===== config.mk =====
export PLATFORM = sky130hd
export DESIGN_NAME = layer_alpha_compositor_unit
export DESIGN_NICKNAME = d
export VERILOG_FILES = /design/src/hw/rtl/lac_pkg.sv /design/src/hw/rtl/layer_alpha_compositor_unit.sv /design/src/hw/rtl/lac_ctrl.sv /design/src/hw/rtl/lac_datapath.sv
export VERILOG_INCLUDE_DIRS = /design/src /design/src/hw/rtl
export SDC_FILE = /design/constraint.sdc
export NUM_CORES = 2
export LEC_CHECK = 0
export BUFFER_PORTS_ARGS = -buffer_cell sky130_fd_sc_hd__buf_4
export CAP_MARGIN = 0
export CORE_UTILIZATION = 60
export CTS_CLUSTER_SIZE = 40
export DETAILED_ROUTE_END_ITERATION = 10
export GPL_ROUTABILITY_DRIVEN = 0
export PLACE_DENSITY = 0.79
export SKIP_LAST_GASP = 1
export SYNTH_ARGS = -nofsm -noshare
export SYNTH_HDL_FRONTEND = slang
export SYNTH_SLANG_ARGS = --single-unit

===== constraint.sdc =====
create_clock -name clk -period 9.3 [get_ports clk]
set_clock_uncertainty 0.2 [all_clocks]
set_input_delay 0.465 -clock clk [delete_from_list [all_inputs] [get_ports clk]]
set_output_delay 0.465 -clock clk [all_outputs]
set_load 0.02 [all_outputs]

===== src/hw/rtl/layer_alpha_compositor_unit_defines.svh =====
// Assertion macros for the compositor RTL (used by the sequencer)
`ifndef LAYER_ALPHA_COMPOSITOR_UNIT_DEFINES_SVH
`define LAYER_ALPHA_COMPOSITOR_UNIT_DEFINES_SVH

// same-cycle implication, sampled on clk, off during reset
`define LAC_ASSERT_NOW(lbl, ante, cons, msg) \
  lbl: assert property (@(posedge clk) disable iff (!rst_n) (ante) |-> (cons)) else $error(msg);

// next-cycle implication, sampled on clk, off during reset
`define LAC_ASSERT_NEXT(lbl, ante, cons, msg) \
  lbl: assert property (@(posedge clk) disable iff (!rst_n) (ante) |=> (cons)) else $error(msg);

`endif


===== src/hw/rtl/lac_pkg.sv =====
// Shared types, constants and helpers for the layer alpha compositor
package lac_pkg;

  localparam int TILE_SIZE     = 16;
  localparam int MAX_DIMENSION = 4096;
  localparam int COORD_W       = 12;
  localparam int PIX_W         = 32;
  localparam int CH_W          = 8;
  localparam int PROD_W        = 2 * CH_W;

  // coordinate / TILE_SIZE as a multiply by a rounded-up reciprocal
  localparam int DIV_SHIFT = 2 * $clog2(MAX_DIMENSION);
  localparam int RECIP_W   = DIV_SHIFT;
  localparam longint TILE_RECIP_L = ((64'd1 << DIV_SHIFT) + TILE_SIZE - 1) / TILE_SIZE;
  localparam logic [RECIP_W-1:0] TILE_RECIP = RECIP_W'(TILE_RECIP_L);
  localparam int QPROD_W = COORD_W + RECIP_W;

  localparam logic [PIX_W-1:0] CHECKER_LIGHT_RST = 32'hFF2A2A2A;
  localparam logic [PIX_W-1:0] CHECKER_DARK_RST  = 32'hFF222222;
  localparam logic [CH_W-1:0]  ALPHA_OPAQUE      = 8'hFF;

  localparam int IN_TDATA_W  = 72;
  localparam int OUT_TDATA_W = 56;

  typedef enum logic {
    REG_CHECKER_LIGHT = 1'b0,
    REG_CHECKER_DARK  = 1'b1
  } cfg_reg_t;

  typedef enum logic [4:0] {
    S_IDLE  = 5'b00001,
    S_LOAD  = 5'b00010,
    S_ALPHA = 5'b00100,
    S_BLEND = 5'b01000,
    S_NORM  = 5'b10000
  } state_t;

  typedef struct packed {
    logic capture;
    logic load_en;
    logic alpha_en;
    logic blend_en;
    logic commit;
  } lac_cmd_t;

  typedef struct packed {
    logic last;
    logic out_stall;
  } lac_status_t;

  // floor(p / 255), exact for p <= 255 * 255
  function automatic logic [CH_W-1:0] div255(input logic [PROD_W-1:0] p);
    logic [PROD_W:0] t;
    t = {1'b0, p} + {{(CH_W + 1){1'b0}}, p[PROD_W-1:CH_W]} + {{PROD_W{1'b0}}, 1'b1};
    return t[PROD_W-1:CH_W];
  endfunction

endpackage


===== src/hw/rtl/layer_alpha_compositor_unit.sv =====
// Layer alpha compositor: top level joining the sequencer and the datapath
//
// Input stream: one layer pixel per transfer, bottom layer first. in_tuser
// marks the first layer of a pixel (the accumulator is loaded with the
// checkerboard color picked from the tile parity), in_tlast the last one.
// Each layer is blended source-over, alpha scaled by layer opacity.
// Output stream: one composited pixel per run, sent after the last layer.
// Steps per item: tile parity and alpha product, alpha scale, channel
// multiplies, normalize. Due to the accumulator feedback the next item is
// accepted only while idle or in the normalize step; out_tvalid rises when
// the last layer's result is committed from the normalize step.
// A stalled receiver holds the result in the output register; a further
// last layer waits in the normalize step until the register is free.
// Configuration: cfg_index 0 = light tile color, 1 = dark tile color, always
// ready; to be written only while idle, which the block does not enforce.
// Reset (rst_n low, synchronous): colors to defaults, accumulator to zero,
// output empty.
module layer_alpha_compositor_unit (
  input  logic                               clk,
  input  logic                               rst_n,
  input  logic                               in_tvalid,
  output logic                               in_tready,
  // pixel_x[11:0], pixel_y[23:12], layer_pixel[55:24], layer_opacity[63:56],
  // layer_visible[64], zero pad[71:65]
  input  logic [lac_pkg::IN_TDATA_W-1:0]     in_tdata,
  // first_layer
  input  logic                               in_tuser,
  input  logic                               in_tlast,
  output logic                               out_tvalid,
  input  logic                               out_tready,
  // out_x[11:0], out_y[23:12], composite_pixel[55:24]
  output logic [lac_pkg::OUT_TDATA_W-1:0]    out_tdata,
  input  logic                               cfg_valid,
  output logic                               cfg_ready,
  input  logic                               cfg_index,
  input  logic [lac_pkg::PIX_W-1:0]          cfg_data
);
  import lac_pkg::*;

  lac_cmd_t    cmd;
  lac_status_t status;

  assign cfg_ready = 1'b1;

  lac_ctrl u_ctrl (
    .clk       (clk),
    .rst_n     (rst_n),
    .in_tvalid (in_tvalid),
    .in_tready (in_tready),
    .status    (status),
    .cmd       (cmd)
  );

  lac_datapath u_datapath (
    .clk        (clk),
    .rst_n      (rst_n),
    .cmd        (cmd),
    .status     (status),
    .in_tdata   (in_tdata),
    .in_tuser   (in_tuser),
    .in_tlast   (in_tlast),
    .out_tvalid (out_tvalid),
    .out_tready (out_tready),
    .out_tdata  (out_tdata),
    .cfg_we     (cfg_valid && cfg_ready),
    .cfg_index  (cfg_index),
    .cfg_data   (cfg_data)
  );

endmodule


===== src/hw/rtl/lac_ctrl.sv =====
// Sequencer for the compositor: capture, load, alpha, blend, normalize
`include "layer_alpha_compositor_unit_defines.svh"

module lac_ctrl (
  input  logic                 clk,
  input  logic                 rst_n,
  input  logic                 in_tvalid,
  output logic                 in_tready,
  input  lac_pkg::lac_status_t status,
  output lac_pkg::lac_cmd_t    cmd
);
  import lac_pkg::*;

  state_t state_r, state_nxt;
  logic   advance;

  // a finishing item may only leave NORM if its result has somewhere to go
  assign advance   = !status.last || !status.out_stall;
  assign in_tready = (state_r == S_IDLE) || ((state_r == S_NORM) && advance);

  always_comb begin
    cmd.capture  = in_tvalid && in_tready;
    cmd.load_en  = (state_r == S_LOAD);
    cmd.alpha_en = (state_r == S_ALPHA);
    cmd.blend_en = (state_r == S_BLEND);
    cmd.commit   = (state_r == S_NORM) && advance;
  end

  always_comb begin
    state_nxt = state_r;
    case (state_r)
      S_IDLE:  if (cmd.capture) state_nxt = S_LOAD;
      S_LOAD:  state_nxt = S_ALPHA;
      S_ALPHA: state_nxt = S_BLEND;
      S_BLEND: state_nxt = S_NORM;
      S_NORM: begin
        if (advance) state_nxt = cmd.capture ? S_LOAD : S_IDLE;
      end
      default: state_nxt = S_IDLE;
    endcase
  end

  always_ff @(posedge clk) begin
    if (!rst_n) begin
      state_r <= S_IDLE;
    end else begin
      state_r <= state_nxt;
    end
  end

  `LAC_ASSERT_NEXT(a_capture_starts_load, cmd.capture, state_r == S_LOAD, "transfer did not start LOAD")
  `LAC_ASSERT_NOW(a_ready_only_when_free, in_tready, (state_r == S_IDLE) || cmd.commit, "ready while an item is in flight")
  `LAC_ASSERT_NEXT(a_stall_holds_norm, (state_r == S_NORM) && !advance, state_r == S_NORM, "left NORM while output stalled")
  `LAC_ASSERT_NOW(a_onehot_state, 1'b1, $onehot(state_r), "state register not one-hot")

endmodule


===== src/hw/rtl/lac_datapath.sv =====
// Compositor datapath: input capture, checker select, blend math, output register
module lac_datapath (
  input  logic                               clk,
  input  logic                               rst_n,
  input  lac_pkg::lac_cmd_t                  cmd,
  output lac_pkg::lac_status_t               status,
  input  logic [lac_pkg::IN_TDATA_W-1:0]     in_tdata,
  input  logic                               in_tuser,
  input  logic                               in_tlast,
  output logic                               out_tvalid,
  input  logic                               out_tready,
  output logic [lac_pkg::OUT_TDATA_W-1:0]    out_tdata,
  input  logic                               cfg_we,
  input  logic                               cfg_index,
  input  logic [lac_pkg::PIX_W-1:0]          cfg_data
);
  import lac_pkg::*;

  // captured item
  logic [COORD_W-1:0] x_r, y_r;
  logic [PIX_W-1:0]   src_r;
  logic [CH_W-1:0]    opa_r;
  logic               vis_r, first_r, last_r;

  logic [PIX_W-1:0]   light_r, dark_r, acc_r;

  // LOAD stage
  logic [QPROD_W-1:0] qx_prod, qy_prod;
  logic               par_x_r, par_y_r;
  logic [PROD_W-1:0]  sa_prod_r;

  // ALPHA stage
  logic [PIX_W-1:0]   dst_r;
  logic [CH_W-1:0]    sa_r;

  // BLEND stage
  logic [CH_W-1:0]    inv;
  logic [PROD_W-1:0]  sum_r [4];
  logic               skip_r, short_r;

  // NORM stage
  logic [CH_W-1:0]    alpha_out;
  logic [PIX_W-1:0]   result;

  logic               out_valid_r;
  logic [OUT_TDATA_W-1:0] out_data_r;

  always_ff @(posedge clk) begin
    if (!rst_n) begin
      light_r <= CHECKER_LIGHT_RST;
      dark_r  <= CHECKER_DARK_RST;
    end else if (cfg_we) begin
      case (cfg_reg_t'(cfg_index))
        REG_CHECKER_LIGHT: light_r <= cfg_data;
        REG_CHECKER_DARK:  dark_r  <= cfg_data;
        default: ;
      endcase
    end
  end

  always_ff @(posedge clk) begin
    if (cmd.capture) begin
      x_r     <= in_tdata[11:0];
      y_r     <= in_tdata[23:12];
      src_r   <= in_tdata[55:24];
      opa_r   <= in_tdata[63:56];
      vis_r   <= in_tdata[64];
      first_r <= in_tuser;
      last_r  <= in_tlast;
    end
  end

  assign qx_prod = QPROD_W'(x_r) * QPROD_W'(TILE_RECIP);
  assign qy_prod = QPROD_W'(y_r) * QPROD_W'(TILE_RECIP);

  always_ff @(posedge clk) begin
    if (cmd.load_en) begin
      par_x_r   <= qx_prod[DIV_SHIFT];
      par_y_r   <= qy_prod[DIV_SHIFT];
      sa_prod_r <= src_r[31:24] * opa_r;
    end
  end

  always_ff @(posedge clk) begin
    if (cmd.alpha_en) begin
      if (first_r) dst_r <= (par_x_r ^ par_y_r) ? light_r : dark_r;
      else         dst_r <= acc_r;
      sa_r <= div255(sa_prod_r);
    end
  end

  assign inv = ALPHA_OPAQUE - sa_r;

  always_ff @(posedge clk) begin
    if (cmd.blend_en) begin
      sum_r[0] <= src_r[7:0]   * sa_r + dst_r[7:0]   * inv;
      sum_r[1] <= src_r[15:8]  * sa_r + dst_r[15:8]  * inv;
      sum_r[2] <= src_r[23:16] * sa_r + dst_r[23:16] * inv;
      sum_r[3] <= dst_r[31:24] * inv;
      // zero scaled alpha covers zero opacity and zero source alpha
      skip_r   <= !vis_r || (sa_r == '0);
      short_r  <= (sa_r == ALPHA_OPAQUE) && (dst_r[31:24] == '0);
    end
  end

  assign alpha_out = sa_r + div255(sum_r[3]);

  always_comb begin
    if (skip_r)       result = dst_r;
    else if (short_r) result = {ALPHA_OPAQUE, src_r[23:0]};
    else              result = {alpha_out, div255(sum_r[2]), div255(sum_r[1]), div255(sum_r[0])};
  end

  always_ff @(posedge clk) begin
    if (!rst_n) begin
      acc_r <= '0;
    end else if (cmd.commit) begin
      acc_r <= result;
    end
  end

  always_ff @(posedge clk) begin
    if (!rst_n) begin
      out_valid_r <= 1'b0;
    end else if (cmd.commit && last_r) begin
      out_valid_r <= 1'b1;
    end else if (out_tready) begin
      out_valid_r <= 1'b0;
    end
  end

  always_ff @(posedge clk) begin
    if (cmd.commit && last_r) out_data_r <= {result, y_r, x_r};
  end

  assign out_tvalid       = out_valid_r;
  assign out_tdata        = out_data_r;
  assign status.last      = last_r;
  assign status.out_stall = out_valid_r && !out_tready;

endmodule


== Yosys cells after proc, flatten, opt, wreduce, memory -nomap -nowiden ==
Memory sizes are Yosys's and may differ from the RTL's.
Index checks and enable logic that the tools add are counted.

* $add $sub $neg: 15
* Multipliers: 8
* Equality and inequality tests: 8
* Muxes and demuxes: 12
* Bitwise logic cells: 2
* Reductions and logical operators: 18

{| class="wikitable"
|+ Operators with widths
! operator !! number
|-
| multiplier 8 x 8 -> 16 bit || 8
|-
| two-way mux 32 bit || 4
|-
| adder 16 x 1 -> 16 bit, second input constant || 5
|-
| adder 16 x 8 -> 16 bit || 5
|-
| adder 16 bit || 3
|-
| case mux 5 bit (5 select lines) || 1
|-
| logical NOT 8 bit || 2
|-
| two-way mux 5 bit || 2
|-
| adder 8 bit || 1
|-
| equality test 8 bit, second input constant || 1
|-
| subtractor 8 bit, first input constant || 1
|-
| AND reduction 2 bit || 3
|-
| equality test 5 x 1 -> 1 bit, second input constant || 1
|-
| equality test 5 x 2 -> 1 bit, second input constant || 1
|-
| equality test 5 x 3 -> 1 bit, second input constant || 1
|-
| equality test 5 x 4 -> 1 bit, second input constant || 1
|-
| equality test 5 bit, second input constant || 1
|-
| logical AND 1 bit || 5
|-
| logical NOT 1 bit || 4
|-
| two-way mux 1 bit || 4
|-
| != test 2 x 1 -> 1 bit, second input constant || 2
|-
| logical OR 1 bit || 3
|-
| two-way mux 2 bit || 1
|-
| nonzero test 2 bit || 1
|-
| other kinds (2) || 2
|}

* Register bits: 285
* RAM bits: 64
* Bits of input ports: 112
* Output and inout bits: 59
* Word-level logic and storage cells: 84
* Memories kept: 1

{| class="wikitable"
|+ Memories
! name !! words !! bits a word !! read ports !! clocked after Yosys merged registers in !! wr ports !! line !! text
|-
| u_datapath.sum_r || 4 || 16 || 4 || 0 || 4 || lac_datapath.sv:38 || <nowiki>logic [PROD_W-1:0] sum_r [4];</nowiki>
|}

== Depth between registers and ports, before layout ==
* Depth after elaboration: 10
* Depth in mapped cells: 23
* Depth with buffers taken out: 22

== Cells and area by module ==
Synthesis repeated with hierarchy kept, for this count alone.

* Cells, all modules: 3129
* Area total of the unflattened synthesis: 31549.0 µm²

{| class="wikitable"
|+ Modules (own cells, without submodules)
! module !! instances !! cells each !! area an instance (µm²) !! seq. area each (µm²)
|-
| lac_datapath || 1 || 3086 || 31213.7 || 9359.0
|-
| lac_ctrl || 1 || 41 || 324.1 || 100.1
|-
| layer_alpha_compositor_unit || 1 || 2 || 11.3 || 0.0
|}

== Worst setup path after synthesis ==
No wires, ideal clock.

* Path type: register to register
* Start point: reg u_ctrl.state_r[4]
* End point: reg u_ctrl.state_r[4]
* Library setup time: 60 ps
* Data arrival time: 7574 ps
* Required time: 9040 ps
* Slack: 1467 ps
* Cell stages (with the launch flop): 4
* Path buffers: 0
* Period minus slack after synthesis: 7833 ps
* Path through: dfxtp_1 > nor4_1 > o21bai_1 > o311a_1

* Cells in the longest elaborated chain, start to end: 6
* Elaborated cells between the ends (all ways): 12
* Those cells by class: eq/ne: 7; mux: 1; reduce/logical: 4

{| class="wikitable"
|+ Ends and longest elaborated chain
! item !! line !! text
|-
| start, declared || lac_ctrl.sv:14 || <nowiki>state_t state_r, state_nxt;</nowiki>
|-
| start signal, assigned || lac_ctrl.sv:47 || <nowiki>state_r <= state_nxt;</nowiki>
|-
| equality test 5 bit || lac_ctrl.sv:19, lac_ctrl.sv:31 ||
|-
| logical AND 1 bit || lac_ctrl.sv:19 || <nowiki>assign in_tready = (state_r == S_IDLE) || ((state_r == S_NORM) && advance);</nowiki>
|-
| logical OR 1 bit || lac_ctrl.sv:19 ||
|-
| logical AND 1 bit || lac_ctrl.sv:22 || <nowiki>cmd.capture = in_tvalid && in_tready;</nowiki>
|-
| != test 2 x 1 -> 1 bit (no line) || n/a ||
|-
| AND reduction 2 bit (no line) || n/a ||
|}

Several ways; a longest one is shown, not always the timed one.
A chain may end at the register's enable or synchronous reset.

==> metrics <==
Placement Cell Area=33130 sq um; total core area=51410 sq um; worst hold path cell count=3; Clock Latency Late Sink=0.58 ns; final instance area=35380 sq um; Placement Setup Slack=2.660 ns; Distinct cells, synth=76; Hold/Removal Path Class=in2reg; dominant synthesized flop cell=sky130_fd_sc_hd__edfxtp_1; detailed-route via count=22.94k; proportion of layout cells with a drive suffix above 1=8.576%; number of warnings printed during yosys synthesis=0; areal power density over the cells=167.0 nW/um^2; Antenna Violating Nets Remaining=0; mean area per synthesized cell=10.11 sq um; sequential area share after synthesis=30.26%; wire length of the first global-routing pass=126.6 mm; IO Count=171; post-DR wirelength/cell=19.25 microns; cell types with the largest area share after synthesis=sky130_fd_sc_hd__edfxtp_1, sky130_fd_sc_hd__fa_1, sky130_fd_sc_hd__ha_1; cell taking the most area after synthesis=sky130_fd_sc_hd__edfxtp_1; setup repair after global routing missed its margin=no; maximum number of buffers from clock root to sink=3; TNS Setup=0 ns; floorplan die height=230.3 microns; worst vdd rail ir drop=0.0001575 V; cell depth of the worst flop-to-flop path=17; number of cell rows=83; Critical Path End Type=register; Arrival @ worst endpoint=6.82 ns; clk root buf=sky130_fd_sc_hd__clkbuf_16; DRC violation count after routing=0; P_leak=16.17 nW; highest fanout seen on the critical path=25; maximum clock rate=149.4 MHz; overall fraction of global-route tracks in use=30.48%; final critical delay including setup and external delays=6.695 ns; Synth Cell Area=31260 sq um; estimated wirelength of the detail-placed design=53.86 mm; number of buffers added on ports=162; iteration count of the initial detailed-routing pass=6; Rel. slew slack=14.08%; final setup margin=2.605 ns; H-tree depth=2; antenna violations before repair=1; Worst setup SP type=register; final setup violation count=0; clock tree from TritonCTS=built; run status=completed; DR iter-0 viols=1576; portion of synthesized cell area occupied by the leading cell type=23.73%; leftover overflow at the end of global routing=0; largest net degree at the start of global routing=67; Final Slew Violations=0; final core utilization=68.82%; Worst-path clk slew=0.06 ns; vias in the first global route=24.78k; Tcrit/Tclk final=71.99%; number of vias per cell after detailed routing=5.712; crit path kind=reg2reg; EDFF count, synth=247; area enclosed by the die boundary=53020 sq um; share of flip-flops with an asynchronous set or reset after synthesis=0%; nets=4078; endpoints failing hold=0; number of clock sinks=349; worst endpoint required time=9.43 ns; worst-margin pin slew=1.289 ns; buffers inserted by post-CTS timing repair=0; Seq cells post-synth=349; Initial Utilization=60.82%; instance count of the mapped netlist=3091; horizontal extent of the die=230.3 microns; Num CTS Buffers=39; number of violations of the max-capacitance limit=0; area overhead of the layout relative to synthesis=13.16%; Routed Wire Length=77.30 mm
==> flip-flops by register name (all words and copies together) (netlist names), 5 cells and up <==
name / flops
u_datapath.sum_r: 64
u_datapath.out_tdata: 56
u_datapath.acc_r: 32
u_datapath.dark_r: 32
u_datapath.dst_r: 32
u_datapath.light_r: 32
u_datapath.src_r: 32
u_datapath.sa_prod_r: 16
u_datapath.x_r: 12
u_datapath.y_r: 12
u_datapath.opa_r: 8
u_datapath.sa_r: 8
u_ctrl.state_r: 5
==> power breakdown <==
part           total, mW  leakage [nW]  internal, mW  switching, mW
Clock               1.53         0.608         0.877          0.655
Combinational       2.45          12.5          1.12           1.34
Sequential          1.92          3.09          1.86         0.0668
==> path summary, 6_finish.rpt <==
check | slack, ns | from | to
max reg2reg | 2.61 | u_datapath.sa_r[7] | u_datapath.sum_r[2][15]
min | 0.09 | out_tready | u_datapath.out_tvalid
min reg2reg | 0.22 | u_datapath.x_r[5] | u_datapath.out_tdata[5]
max | 2.61 | u_datapath.sa_r[7] | u_datapath.sum_r[2][15]
==> metal layers <==
metal | share of wire [%] | global-route usage [%]
met1 | 39 | 38.07
met2 | 49 | 52.48
met3 | 7.6 | 5.382
met4 | 4.0 | 11.96
met5 | 0 | 0
==> placed cells by master (no fill, tap or decap), types with 41 or more instances in the layout <==
cell type                         n
sky130_fd_sc_hd__nand2_1        340
sky130_fd_sc_hd__dlygate4sd3_1  100
sky130_fd_sc_hd__nand3_1         53
sky130_fd_sc_hd__nor2b_1        159
sky130_fd_sc_hd__edfxtp_1       247
sky130_fd_sc_hd__xnor2_1         80
sky130_fd_sc_hd__nor2_1          98
sky130_fd_sc_hd__clkbuf_16       41
sky130_fd_sc_hd__a21oi_1        126
sky130_fd_sc_hd__dfxtp_1        102
sky130_fd_sc_hd__o21ai_0         56
sky130_fd_sc_hd__ha_1           300
sky130_fd_sc_hd__fa_1           361
sky130_fd_sc_hd__buf_4          187
sky130_fd_sc_hd__nand2b_1       115
sky130_fd_sc_hd__inv_1          502
sky130_fd_sc_hd__and2_1         140
==> worst max-delay path, stage by stage, from the launching register on <==
cell                       delay (ns)
sky130_fd_sc_hd__edfxtp_1        1.00
sky130_fd_sc_hd__buf_4           0.42
sky130_fd_sc_hd__nand2_1         0.15
sky130_fd_sc_hd__fa_1            0.52
sky130_fd_sc_hd__fa_1            0.52
sky130_fd_sc_hd__inv_1           0.05
sky130_fd_sc_hd__fa_1            0.44
sky130_fd_sc_hd__fa_1            0.45
sky130_fd_sc_hd__fa_1            0.51
sky130_fd_sc_hd__fa_1            0.39
sky130_fd_sc_hd__ha_1            0.37
sky130_fd_sc_hd__and2_1          0.18
sky130_fd_sc_hd__a31o_1          0.19
sky130_fd_sc_hd__or4_1           0.39
sky130_fd_sc_hd__a21o_1          0.19
sky130_fd_sc_hd__a31o_2          0.24
sky130_fd_sc_hd__a21oi_2         0.14
sky130_fd_sc_hd__xnor2_1         0.07
==> final cells by class <==
cell class,instances,area [sq um]
repair buffers,288,2425
flip-flops and latches,349,9459
clock buffers,58,1130
multi-input cells,2123,19500
fillers,3779,16030
well taps,680,850.8
diodes,1,2.502
clock inverters,13,117.6
inverters,504,1892
==> per-stage QoR <==
stage	std cells	hold slack (ns)	total power [mW]
final	4016	0.09046	5.907
after global placement	3844	0.2002	4.218
after global routing	4016	0.09172	6.349
after detailed placement	3844	0.2045	4.313
after floorplan	3093	0.2003	3.793
after CTS	4015	0.07114	5.921
==> synth_stat cells, types with 53 or more instances <==
cell type	instances
sky130_fd_sc_hd__a21oi_1	127
sky130_fd_sc_hd__and2_1	142
sky130_fd_sc_hd__clkbuf_1	93
sky130_fd_sc_hd__dfxtp_1	102
sky130_fd_sc_hd__edfxtp_1	247
sky130_fd_sc_hd__fa_1	361
sky130_fd_sc_hd__ha_1	300
sky130_fd_sc_hd__inv_1	502
sky130_fd_sc_hd__nand2_1	340
sky130_fd_sc_hd__nand2b_1	115
sky130_fd_sc_hd__nand3_1	53
sky130_fd_sc_hd__nor2_1	99
sky130_fd_sc_hd__nor2b_1	160
sky130_fd_sc_hd__o21ai_0	56
sky130_fd_sc_hd__xnor2_1	81
==> logic make-up after synthesis <==
| kind of cell | after synthesis | synth area share [%] |
|---|---|---|
| AO/OA/AOI/OAI | 319 | 6.608 |
| XOR/XNOR | 103 | 2.886 |
| adder cells (fa/ha/maj) | 661 | 35.12 |
| buffers and inverters | 621 | 7.512 |
| flip-flops | 349 | 30.26 |
| multiplexers | 44 | 1.437 |
| other | 2 | 0.02402 |
| AND/OR/NAND/NOR | 992 | 16.15 |
==> timing repair <==
item / 4_1_cts / 5_1_grt
hold endpoints to repair: 134 / 0
hold buffers: 100 / 0
gates resized for setup: 0 / 0
Note: power is estimated with default switching activity, not from simulation.
